## src/hdl/lspf_pkg.sv

```systemverilog
// ----------------------------------------------------------------------------
// lspf_pkg
// Shared types and constants of the line-sensor position filter: payload
// structs, configuration register map, back-end sequencer states.
// ----------------------------------------------------------------------------
package lspf_pkg;

  // Input item; pins are raw levels
  typedef struct packed {
    logic mode;
    logic pin_far_left;
    logic pin_near_left;
    logic pin_near_right;
    logic pin_far_right;
  } in_item_t;

  // Result item
  typedef struct packed {
    logic [16:0]        level_far_left;
    logic [16:0]        level_near_left;
    logic [16:0]        level_near_right;
    logic [16:0]        level_far_right;
    logic [3:0]         on_line_bits;
    logic signed [15:0] filtered_error;
    logic               line_lost;
  } out_item_t;

  // Classified item; sample bit 3 is far left, bit 0 far right
  typedef struct packed {
    logic       mode;
    logic [3:0] sample;
  } task_t;

  // Head of the queue between front and back
  typedef struct packed {
    logic  valid;
    task_t data;
  } queue_head_t;

  // Configuration; weight lane 3 is far left, lane 0 far right
  typedef struct packed {
    logic             active_high;
    logic [15:0]      level_alpha;
    logic [15:0]      error_alpha;
    logic [3:0][15:0] weight;
  } cfg_t;

  typedef enum logic [2:0] {
    CFG_ACTIVE_HIGH       = 3'd0,
    CFG_LEVEL_ALPHA       = 3'd1,
    CFG_ERROR_ALPHA       = 3'd2,
    CFG_WEIGHT_FAR_LEFT   = 3'd3,
    CFG_WEIGHT_NEAR_LEFT  = 3'd4,
    CFG_WEIGHT_NEAR_RIGHT = 3'd5,
    CFG_WEIGHT_FAR_RIGHT  = 3'd6
  } cfg_idx_e;

  typedef enum logic [2:0] {
    BK_IDLE,
    BK_LEVEL,
    BK_SUM,
    BK_DIV,
    BK_ERR,
    BK_FIN
  } back_state_e;

  localparam int unsigned CfgIdxW = 3;
  localparam int unsigned CfgDataW = 16;
  localparam int unsigned QueueDepth = 2;

  // Register reset values
  localparam logic        RST_ACTIVE_HIGH = 1'b1;
  localparam logic [15:0] RST_ALPHA = 16'd32768;
  localparam logic [15:0] RST_W_FAR_LEFT = 16'hFD00;   // -3.0
  localparam logic [15:0] RST_W_NEAR_LEFT = 16'hFF00;  // -1.0
  localparam logic [15:0] RST_W_NEAR_RIGHT = 16'h0100; // +1.0
  localparam logic [15:0] RST_W_FAR_RIGHT = 16'h0300;  // +3.0

  // Error reported when no sensor is on: 99.0 in Q8.8
  localparam logic signed [15:0] LOST_ERROR = 16'sd25344;

  // ceil(2^17 / 3); exact for magnitudes below 2^17
  localparam logic [15:0] DIV3_RECIP = 16'd43691;
  localparam int unsigned Div3Shift = 17;

endpackage

```

## src/hdl/lspf_front.sv

```systemverilog
// ----------------------------------------------------------------------------
// lspf_front
// Input side: maps the raw pins to on-line samples by the active level and
// holds the classified items in a short queue for the back end.
// ----------------------------------------------------------------------------
module lspf_front (
  input  logic                 clk_i,
  input  logic                 rst_ni,
  input  logic                 active_high_i,
  input  logic                 in_valid_i,
  output logic                 in_ready_o,
  input  lspf_pkg::in_item_t   in_item_i,
  input  logic                 pop_i,
  output lspf_pkg::queue_head_t head_o
);

  localparam int unsigned PtrW = $clog2(lspf_pkg::QueueDepth);
  localparam int unsigned CntW = $clog2(lspf_pkg::QueueDepth + 1);

  lspf_pkg::task_t slot_q [lspf_pkg::QueueDepth];
  logic [PtrW-1:0] wr_ptr_q, wr_ptr_d;
  logic [PtrW-1:0] rd_ptr_q, rd_ptr_d;
  logic [CntW-1:0] cnt_q, cnt_d;
  lspf_pkg::task_t cls;
  logic            push;

  // Classify: a pin is on line when it matches the active level
  always_comb begin
    cls.mode      = in_item_i.mode;
    cls.sample[3] = (in_item_i.pin_far_left == active_high_i);
    cls.sample[2] = (in_item_i.pin_near_left == active_high_i);
    cls.sample[1] = (in_item_i.pin_near_right == active_high_i);
    cls.sample[0] = (in_item_i.pin_far_right == active_high_i);
  end

  assign in_ready_o = (cnt_q != CntW'(lspf_pkg::QueueDepth));
  assign push       = in_valid_i && in_ready_o;

  // Advance pointers and fill count
  always_comb begin
    wr_ptr_d = wr_ptr_q;
    rd_ptr_d = rd_ptr_q;
    cnt_d    = cnt_q;
    if (push) begin
      wr_ptr_d = (wr_ptr_q == PtrW'(lspf_pkg::QueueDepth - 1)) ? '0 : wr_ptr_q + 1'b1;
    end
    if (pop_i) begin
      rd_ptr_d = (rd_ptr_q == PtrW'(lspf_pkg::QueueDepth - 1)) ? '0 : rd_ptr_q + 1'b1;
    end
    if (push && !pop_i) begin
      cnt_d = cnt_q + 1'b1;
    end else if (pop_i && !push) begin
      cnt_d = cnt_q - 1'b1;
    end
  end

  always_ff @(posedge clk_i or negedge rst_ni) begin
    if (!rst_ni) begin
      wr_ptr_q <= '0;
      rd_ptr_q <= '0;
      cnt_q    <= '0;
    end else begin
      wr_ptr_q <= wr_ptr_d;
      rd_ptr_q <= rd_ptr_d;
      cnt_q    <= cnt_d;
    end
  end

  // Store the classified item on transfer
  always_ff @(posedge clk_i) begin
    if (push) begin
      slot_q[wr_ptr_q] <= cls;
    end
  end

  assign head_o.valid = (cnt_q != '0);
  assign head_o.data  = slot_q[rd_ptr_q];

  a_pop_nonempty: assert property (@(posedge clk_i) disable iff (!rst_ni)
    pop_i |-> cnt_q != '0)
    else $error("queue popped while empty");

endmodule

```

## src/hdl/lspf_back.sv

```systemverilog
// ----------------------------------------------------------------------------
// lspf_back
// Execution side: a five-step sequencer that runs the level filters, the
// threshold and weight sum, the averaging and the error filter, then loads
// the output register.
// ----------------------------------------------------------------------------
module lspf_back #(
  parameter int unsigned FRAC_BITS = 16
) (
  input  logic                  clk_i,
  input  logic                  rst_ni,
  input  lspf_pkg::cfg_t        cfg_i,
  input  lspf_pkg::queue_head_t head_i,
  output logic                  pop_o,
  output logic                  out_valid_o,
  input  logic                  out_ready_i,
  output lspf_pkg::out_item_t   out_item_o
);

  localparam int unsigned LW = FRAC_BITS + 1;
  localparam logic [LW-1:0] LVL_ONE = LW'(1) << FRAC_BITS;
  localparam logic [LW-1:0] LVL_HALF = LW'(1) << (FRAC_BITS - 1);

  lspf_pkg::back_state_e state_q, state_d;
  lspf_pkg::task_t       task_q;
  logic                  primed_q;
  logic [3:0][LW-1:0]    lvl_q;
  logic signed [15:0]    err_q;
  logic [3:0]            on_q;
  logic signed [17:0]    sum_q;
  logic [2:0]            cnt_q;
  logic [17:0]           mag_q;
  logic                  neg_q;
  logic [33:0]           div3_q;
  logic signed [33:0]    eprod_q;
  logic                  out_valid_q;
  lspf_pkg::out_item_t   out_q;

  logic [3:0][LW-1:0]    lvl_tgt;
  logic [3:0][LW-1:0]    lvl_next;
  logic [3:0]            on_now;
  logic signed [17:0]    sum_now;
  logic [2:0]            cnt_now;
  logic [17:0]           mag_now;
  logic [17:0]           qmag;
  logic signed [17:0]    qsig;
  logic signed [15:0]    err_tgt;
  logic signed [16:0]    ediff;
  logic signed [33:0]    eprod_now;
  logic signed [18:0]    esum;
  logic signed [15:0]    esat;
  logic signed [15:0]    err_new;
  logic                  out_free;
  logic                  fire;

  // Level filters: prev + floor(alpha * (target - prev) / 2^16)
  for (genvar k = 0; k < 4; k++) begin : g_lane
    logic signed [LW:0]    diff;
    logic signed [LW+17:0] prod;
    assign lvl_tgt[k]  = task_q.sample[k] ? LVL_ONE : '0;
    assign diff        = $signed({1'b0, lvl_tgt[k]}) - $signed({1'b0, lvl_q[k]});
    assign prod        = $signed({1'b0, cfg_i.level_alpha}) * diff;
    assign lvl_next[k] = lvl_q[k] + prod[LW+15:16];
    assign on_now[k]   = (lvl_q[k] > LVL_HALF);
  end

  // Threshold and weight sum
  always_comb begin
    sum_now = '0;
    cnt_now = '0;
    for (int k = 0; k < 4; k++) begin
      if (on_now[k]) begin
        sum_now = sum_now + 18'($signed(cfg_i.weight[k]));
        cnt_now = cnt_now + 3'd1;
      end
    end
  end

  assign mag_now = sum_q[17] ? 18'(-sum_q) : sum_q;

  // Average truncated toward zero, then error difference and product
  always_comb begin
    case (cnt_q)
      3'd1:    qmag = mag_q;
      3'd2:    qmag = mag_q >> 1;
      3'd3:    qmag = {1'b0, div3_q[33:lspf_pkg::Div3Shift]};
      3'd4:    qmag = mag_q >> 2;
      default: qmag = mag_q;
    endcase
    qsig      = neg_q ? -$signed(qmag) : $signed(qmag);
    err_tgt   = (cnt_q == '0) ? lspf_pkg::LOST_ERROR : qsig[15:0];
    ediff     = $signed({err_tgt[15], err_tgt}) - $signed({err_q[15], err_q});
    eprod_now = $signed({1'b0, cfg_i.error_alpha}) * ediff;
  end

  // Add the floored step and saturate to 16 bits
  always_comb begin
    esum = $signed({{3{err_q[15]}}, err_q}) + $signed({eprod_q[33], eprod_q[33:16]});
    if (esum > 19'sd32767) begin
      esat = 16'sd32767;
    end else if (esum < -19'sd32768) begin
      esat = -16'sd32768;
    end else begin
      esat = esum[15:0];
    end
    err_new = task_q.mode ? esat : err_q;
  end

  assign out_free = !out_valid_q || out_ready_i;

  // Sequencer: next state and pop
  always_comb begin
    state_d = state_q;
    pop_o   = 1'b0;
    fire    = 1'b0;
    case (state_q)
      lspf_pkg::BK_IDLE: begin
        if (head_i.valid) begin
          pop_o   = 1'b1;
          state_d = lspf_pkg::BK_LEVEL;
        end
      end
      lspf_pkg::BK_LEVEL: state_d = lspf_pkg::BK_SUM;
      lspf_pkg::BK_SUM:   state_d = lspf_pkg::BK_DIV;
      lspf_pkg::BK_DIV:   state_d = lspf_pkg::BK_ERR;
      lspf_pkg::BK_ERR:   state_d = lspf_pkg::BK_FIN;
      lspf_pkg::BK_FIN: begin
        if (out_free) begin
          fire = 1'b1;
          if (head_i.valid) begin
            pop_o   = 1'b1;
            state_d = lspf_pkg::BK_LEVEL;
          end else begin
            state_d = lspf_pkg::BK_IDLE;
          end
        end
      end
      default: state_d = lspf_pkg::BK_IDLE;
    endcase
  end

  // Control and architectural state
  always_ff @(posedge clk_i or negedge rst_ni) begin
    if (!rst_ni) begin
      state_q     <= lspf_pkg::BK_IDLE;
      primed_q    <= 1'b0;
      lvl_q       <= '0;
      err_q       <= '0;
      out_valid_q <= 1'b0;
    end else begin
      state_q <= state_d;
      if (state_q == lspf_pkg::BK_LEVEL) begin
        if (primed_q) begin
          lvl_q <= lvl_next;
        end else begin
          // first item loads the levels and clears the error
          lvl_q    <= lvl_tgt;
          err_q    <= '0;
          primed_q <= 1'b1;
        end
      end
      if (fire) begin
        err_q       <= err_new;
        out_valid_q <= 1'b1;
      end else if (out_ready_i) begin
        out_valid_q <= 1'b0;
      end
    end
  end

  // Datapath registers
  always_ff @(posedge clk_i) begin
    if (pop_o) begin
      task_q <= head_i.data;
    end
    if (state_q == lspf_pkg::BK_SUM) begin
      on_q  <= on_now;
      sum_q <= sum_now;
      cnt_q <= cnt_now;
    end
    if (state_q == lspf_pkg::BK_DIV) begin
      mag_q  <= mag_now;
      neg_q  <= sum_q[17];
      div3_q <= mag_now * lspf_pkg::DIV3_RECIP;
    end
    if (state_q == lspf_pkg::BK_ERR) begin
      eprod_q <= eprod_now;
    end
    if (fire) begin
      out_q.level_far_left   <= 17'(lvl_q[3]);
      out_q.level_near_left  <= 17'(lvl_q[2]);
      out_q.level_near_right <= 17'(lvl_q[1]);
      out_q.level_far_right  <= 17'(lvl_q[0]);
      out_q.on_line_bits     <= on_q;
      out_q.filtered_error   <= err_new;
      out_q.line_lost        <= (on_q == '0);
    end
  end

  assign out_valid_o = out_valid_q;
  assign out_item_o  = out_q;

  a_level_bound: assert property (@(posedge clk_i) disable iff (!rst_ni)
    lvl_q[0] <= LVL_ONE && lvl_q[1] <= LVL_ONE && lvl_q[2] <= LVL_ONE && lvl_q[3] <= LVL_ONE)
    else $error("level filter left its range");

  a_fin_holds: assert property (@(posedge clk_i) disable iff (!rst_ni)
    (state_q == lspf_pkg::BK_FIN && out_valid_q && !out_ready_i) |=>
      state_q == lspf_pkg::BK_FIN)
    else $error("result overwrote a pending output");

  a_cnt_match: assert property (@(posedge clk_i) disable iff (!rst_ni)
    state_q == lspf_pkg::BK_DIV |-> cnt_q == 3'($countones(on_q)))
    else $error("on-line count disagrees with on bits");

endmodule

```

## src/hdl/line_sensor_position_filter.sv

```systemverilog
// ----------------------------------------------------------------------------
// line_sensor_position_filter
// Low-pass filters four line-sensor levels and forms a filtered weighted
// position error.
// ----------------------------------------------------------------------------
// Usage:
//   Input channel (in_valid_i / in_ready_o / in_item_i) takes one sample of
//   the four sensor pins plus a mode bit. The front end classifies it and
//   puts it into a two-entry queue. Output channel (out_valid_o /
//   out_ready_i / out_item_o) returns one result per sample: the four
//   filtered levels, the thresholded bits, the error store and line_lost.
//   Configuration is written through cfg_we_i / cfg_idx_i / cfg_wdata_i only
//   while the block is idle; the user must keep to this, the block does not
//   enforce it. A sample goes from the queue through the back-end steps
//   level, sum, divide, error and final into the output register; the five
//   steps share one datapath, so the back end takes a new sample only once
//   the last one is through. Reset clears the levels, the error store and
//   the primed flag and sets the configuration registers to their defaults;
//   the first sample after reset loads the levels directly. When the receiver
//   stalls, the finished result is held in the output register, the back
//   end waits in its final step and the queue keeps taking input until full.
// ----------------------------------------------------------------------------
module line_sensor_position_filter #(
  parameter int unsigned FRAC_BITS = 16
) (
  input  logic                            clk_i,
  input  logic                            rst_ni,
  input  logic                            in_valid_i,
  output logic                            in_ready_o,
  input  lspf_pkg::in_item_t              in_item_i,
  output logic                            out_valid_o,
  input  logic                            out_ready_i,
  output lspf_pkg::out_item_t             out_item_o,
  input  logic                            cfg_we_i,
  input  logic [lspf_pkg::CfgIdxW-1:0]    cfg_idx_i,
  input  logic [lspf_pkg::CfgDataW-1:0]   cfg_wdata_i
);

  lspf_pkg::cfg_t        cfg_q;
  lspf_pkg::queue_head_t head;
  logic                  pop;

  // Configuration registers
  always_ff @(posedge clk_i or negedge rst_ni) begin
    if (!rst_ni) begin
      cfg_q.active_high <= lspf_pkg::RST_ACTIVE_HIGH;
      cfg_q.level_alpha <= lspf_pkg::RST_ALPHA;
      cfg_q.error_alpha <= lspf_pkg::RST_ALPHA;
      cfg_q.weight[3]   <= lspf_pkg::RST_W_FAR_LEFT;
      cfg_q.weight[2]   <= lspf_pkg::RST_W_NEAR_LEFT;
      cfg_q.weight[1]   <= lspf_pkg::RST_W_NEAR_RIGHT;
      cfg_q.weight[0]   <= lspf_pkg::RST_W_FAR_RIGHT;
    end else if (cfg_we_i) begin
      case (cfg_idx_i)
        lspf_pkg::CFG_ACTIVE_HIGH:       cfg_q.active_high <= cfg_wdata_i[0];
        lspf_pkg::CFG_LEVEL_ALPHA:       cfg_q.level_alpha <= cfg_wdata_i;
        lspf_pkg::CFG_ERROR_ALPHA:       cfg_q.error_alpha <= cfg_wdata_i;
        lspf_pkg::CFG_WEIGHT_FAR_LEFT:   cfg_q.weight[3] <= cfg_wdata_i;
        lspf_pkg::CFG_WEIGHT_NEAR_LEFT:  cfg_q.weight[2] <= cfg_wdata_i;
        lspf_pkg::CFG_WEIGHT_NEAR_RIGHT: cfg_q.weight[1] <= cfg_wdata_i;
        lspf_pkg::CFG_WEIGHT_FAR_RIGHT:  cfg_q.weight[0] <= cfg_wdata_i;
        default: ;
      endcase
    end
  end

  lspf_front u_front (
    .clk_i         (clk_i),
    .rst_ni        (rst_ni),
    .active_high_i (cfg_q.active_high),
    .in_valid_i    (in_valid_i),
    .in_ready_o    (in_ready_o),
    .in_item_i     (in_item_i),
    .pop_i         (pop),
    .head_o        (head)
  );

  lspf_back #(
    .FRAC_BITS (FRAC_BITS)
  ) u_back (
    .clk_i       (clk_i),
    .rst_ni      (rst_ni),
    .cfg_i       (cfg_q),
    .head_i      (head),
    .pop_o       (pop),
    .out_valid_o (out_valid_o),
    .out_ready_i (out_ready_i),
    .out_item_o  (out_item_o)
  );

endmodule
```

## config.mk

```make
export PLATFORM = sky130hd
export DESIGN_NAME = line_sensor_position_filter
export DESIGN_NICKNAME = d
export VERILOG_FILES = /design/src/hdl/lspf_pkg.sv /design/src/hdl/lspf_front.sv /design/src/hdl/lspf_back.sv /design/src/hdl/line_sensor_position_filter.sv
export SDC_FILE = /design/constraint.sdc
export NUM_CORES = 2
export LEC_CHECK = 0
export BUFFER_PORTS_ARGS = -buffer_cell sky130_fd_sc_hd__buf_4
export CAP_MARGIN = 20
export CORE_UTILIZATION = 25
export CTS_CLUSTER_SIZE = 28
export DETAILED_ROUTE_END_ITERATION = 8
export HOLD_SLACK_MARGIN = 0.1
export PLACE_DENSITY = 0.46
export RECOVER_POWER = 50
export SLEW_MARGIN = 25
export SYNTH_ARGS = -nofsm -noshare
export SYNTH_HDL_FRONTEND = slang
export SYNTH_HIERARCHICAL = 1
export SYNTH_SLANG_ARGS = --single-unit
```

## constraint.sdc

```tcl
create_clock -name clk_i -period 17.12 [get_ports clk_i]
set_clock_uncertainty 0.15 [all_clocks]
set_input_delay 3.424 -clock clk_i [delete_from_list [all_inputs] [get_ports clk_i]]
set_output_delay 3.424 -clock clk_i [all_outputs]
set_load 0.05 [all_outputs]
```

==> metrics list <==
* DRC errors left: 0
* Violations in the final reports: capacitance limit, slew limit
- Most frequent cell after synthesis: sky130_fd_sc_hd__inv_1
* Yosys cell types: between 90 and 100
* Die Outline Area: a little over 0.3 mm²
- Number of placed cells counting well taps: 12200
- The tree built by TritonCTS fans out to roughly 370 sinks.
* Final global-route overflow total: 0
- CTS tree: done
* Weighted congestion reported at the end of routability-driven placement: 0.8604
* Total detailed-routing wirelength: between 200000 and 250000 µm
- Gates resized during post-CTS repair numbered 0.
- Via count of the first global-routing pass: slightly above 60000
* Number of nets in the final layout: 10360
* Crit path kind: flip-flop to flip-flop
* Standard cell core area: ~0.31 mm²
- In this run, the number of DRC markers left after iteration 0 of detailed routing was about 2600.
- Later-pin clock latency in the skew report: about 0.74 ns
* Largest fanout on the critical path: 27
* Number of max-capacitance violations reported: 9
* Avg Cell Area, Syn: 9.419 µm²
- Counting cells, the worst reg-to-reg path comes to 34.
* Cell count after synthesis: about 8200
- Register area share after synthesis: about an eighth
* Seq cells post-synth: approximately 370
* Area share of the leading cell type in the synthesized netlist: between 30% and 40%
- By count the netlist is led by sky130_fd_sc_hd__inv_1, sky130_fd_sc_hd__fa_1, sky130_fd_sc_hd__nand2_1, sky130_fd_sc_hd__ha_1, sky130_fd_sc_hd__and2_1.
- After detailed routing, the average wire length per cell comes to between 15 and 20 µm.
- Worst setup slack after layout: ~4.8 ns
- Once the clock tree was built, the setup fixing pass inserted 0 buffers.
- The initial antenna violation count came to 11.
- Setup crit end: u_back/eprod_q[33]
- The worst hold path begins at u_back/on_q[2].
* Result of the run: finished with violations
- The first global-routing pass estimated between 300000 and 400000 µm of wire.
* Area added between synthesis and finish: 9.750%
- Worst hold path stage count: 0
- The worst setup path is launched from a flip-flop.
- Setup violations remaining at the end of the flow were counted as 0.
- DRT Pass-1 Iters: 5
- The total count of hold-check failures in the final report came to 0.
- Clock period minus final worst setup slack: between 10 and 15 ns
- The detail route stage leaves a number of antenna-violating nets equal to 0.
- Sorting the synthesized cells by area gives the leading types as sky130_fd_sc_hd__fa_1, sky130_fd_sc_hd__ha_1, sky130_fd_sc_hd__inv_1.
* Slowest cell delay on critical path: 0.95 ns
- For this run, the leading register cell type out of synthesis is sky130_fd_sc_hd__edfxtp_1.
- Max Clk Rate: around 0.081 GHz
- Yosys warnings: 6
* Slew at the pin closest to its max-slew limit: about 6.4 ns
- For this block, the via count after detailed routing is 54610.
* GRT Overall Usage: roughly 15%
- Critical path endpoint category: flip-flop
- Net count after synthesis: 10370
* Endpoint of the worst-slack reg-to-reg timing path: u_back/eprod_q[33]
- Async set-reset flop share out of synthesis: ~51%
* Cell taking the most area after synthesis: sky130_fd_sc_hd__fa_1
- Die Wd: between 500 and 600 µm
* Maximum number of pins on one net before global-route repair: between 100 and 150
- Port buffering added 119 buffers.
* Util after Layout: approximately 28%
* Layout cell share with drive strength beyond 1: around 6.5%
- The number of pins with negative max-slew slack in the final report is ~350.
- Number of levels the H-tree was split into: 2
- Top cell by count, worst path: sky130_fd_sc_hd__fa_1
* Number of cells in the finished layout apart from fillers: approximately 12000
- Data on the critical path is required at its endpoint by between 15 and 20 ns.
- R2r startpoint: u_back/cnt_q[0]
* Setup TNS Final: 0 ns
- CP max-delay cell: sky130_fd_sc_hd__edfxtp_1
- In this run the worst hold path is classified as flip-flop to flip-flop.
- Clk buf depth: 3
* Die height: approximately 560 µm
- In this run the worst setup path begins at u_back/cnt_q[0].
- Summing every instance area after synthesis gives a little under 0.08 mm².
* Via density: ~4.4
* Number of CTS-inserted buffers: 50
* Initial Utilization: 25.14%
- 120 I/O pins were placed.
- Slew Limit Headroom: -325.8%
- Of the available clock period, the critical path in the final layout requires ~72%.
- For this design, the CTS-stage hold fixing added 0 buffers.
* Count of flip-flops with a built-in enable after synthesis: ~180
- The tree is rooted in a sky130_fd_sc_hd__clkbuf_16.
- DP HPWL: around 180000 µm
- Clock input transition at the sequential cells of the worst setup and hold paths: ~0.060 ns
- RSZ-0062 raised after global routing: false
- The initialized floorplan defines between 200 and 250 standard-cell rows.
- Before CTS, the worst setup slack after placement is roughly 4.9 ns.
- Worst EP arrival: 12.67 ns
- The worst register-to-register path has a setup slack of about 4.8 ns.
[flip-flops by register name, summed over array words and instances, names as in the netlist, 10 cells and up]
| signal | cells |
|---|---|
| cfg_q | 97 |
| u_back/out_item_o | 89 |
| u_back/lvl_q | 68 |
| u_back/eprod_q | 18 |
| u_back/mag_q | 18 |
| u_back/sum_q | 18 |
| u_back/div3_q | 16 |
| u_back/err_q | 16 |
| u_front/slot_q | 10 |
[worst min-delay path by stage]
stage                                        to  slack (ns)
after floorplan           u_back/out_item_o[18]        0.28
after global placement    u_back/out_item_o[19]        0.30
after detailed placement  u_back/out_item_o[19]        0.29
after CTS                 u_back/out_item_o[19]        0.31
after global routing      u_back/out_item_o[19]        0.31
final                     u_back/out_item_o[19]        0.30
[layer usage]
metal	part of all wire (%)	GRT usage, %
met2	50	26.49
met1	44	19.04
met4	2.8	4.155
met5	0	0
met3	3.8	1.559
[layout make-up]
type | count | area, µm²
clock inverter | 36 | 400.4
multi-input combinational | 5707 | 58840
tap | 4100 | 5130
sequential | 372 | 10260
fill | 32610 | 221600
clock buffer | 58 | 1291
antenna | 5 | 12.51
inverter | 1764 | 6626
timing repair buffer | 261 | 1897
[cells in the final DEF (no fill, tap or decap), types with 15 or more instances in the layout]
master / Yosys / layout
sky130_fd_sc_hd__a211oi_1: 21 / 21
sky130_fd_sc_hd__a21o_1: 58 / 58
sky130_fd_sc_hd__a21oi_1: 153 / 152
sky130_fd_sc_hd__a31oi_1: 32 / 32
sky130_fd_sc_hd__and2_1: 584 / 584
sky130_fd_sc_hd__and3_1: 44 / 44
sky130_fd_sc_hd__buf_4: 3 / 233
sky130_fd_sc_hd__clkbuf_1: 309 / 27
sky130_fd_sc_hd__clkbuf_16: 0 / 50
sky130_fd_sc_hd__dfrtp_1: 169 / 154
sky130_fd_sc_hd__dfrtp_2: 0 / 15
sky130_fd_sc_hd__dfstp_2: 21 / 21
sky130_fd_sc_hd__edfxtp_1: 182 / 182
sky130_fd_sc_hd__fa_1: 1428 / 1428
sky130_fd_sc_hd__ha_1: 746 / 746
sky130_fd_sc_hd__inv_1: 1762 / 1761
sky130_fd_sc_hd__mux2_1: 5 / 34
sky130_fd_sc_hd__mux2_2: 89 / 89
sky130_fd_sc_hd__mux2i_1: 22 / 22
sky130_fd_sc_hd__nand2_1: 1029 / 1027
sky130_fd_sc_hd__nand2b_1: 53 / 53
sky130_fd_sc_hd__nand3_1: 91 / 91
sky130_fd_sc_hd__nor2_1: 256 / 251
sky130_fd_sc_hd__nor2b_1: 43 / 41
sky130_fd_sc_hd__nor3_1: 93 / 93
sky130_fd_sc_hd__o211ai_1: 29 / 29
sky130_fd_sc_hd__o21a_1: 53 / 53
sky130_fd_sc_hd__o21ai_0: 176 / 175
sky130_fd_sc_hd__o21bai_1: 18 / 18
sky130_fd_sc_hd__o31ai_1: 25 / 26
sky130_fd_sc_hd__or3_1: 25 / 25
sky130_fd_sc_hd__xnor2_1: 240 / 233
sky130_fd_sc_hd__xor2_1: 104 / 93
[cell families after synthesis]
kind of cell    share of synthesized area, %
simple gates                           14.50
fa+ha+maj                              49.28
buf+inv                                10.32
compound gates                         6.347
flops                                  13.31
xor+xnor                               3.966
mux                                    2.266
[critical path: cells and delay by family, from the launching register on]
family | cells | cell delay, ns
AO/OA/AOI/OAI | 12 | 3.57
XOR/XNOR | 2 | 0.20
adder cells (fa/ha/maj) | 8 | 3.96
buffers and inverters | 4 | 0.84
flip-flops | 1 | 0.95
AND/OR/NAND/NOR | 8 | 2.39
[through the flow]
stage / cell area [µm²] / hold WS (ns)
floorplan: 76960 / 0.2768
global placement: 82940 / 0.3023
detailed placement: 82970 / 0.2911
CTS: 84670 / 0.3061
global route: 84450 / 0.3093
finish: 84460 / 0.3029
Power is not shown: default switching activity piles up to over one toggle a cycle in this logic, so the estimate is an artifact.
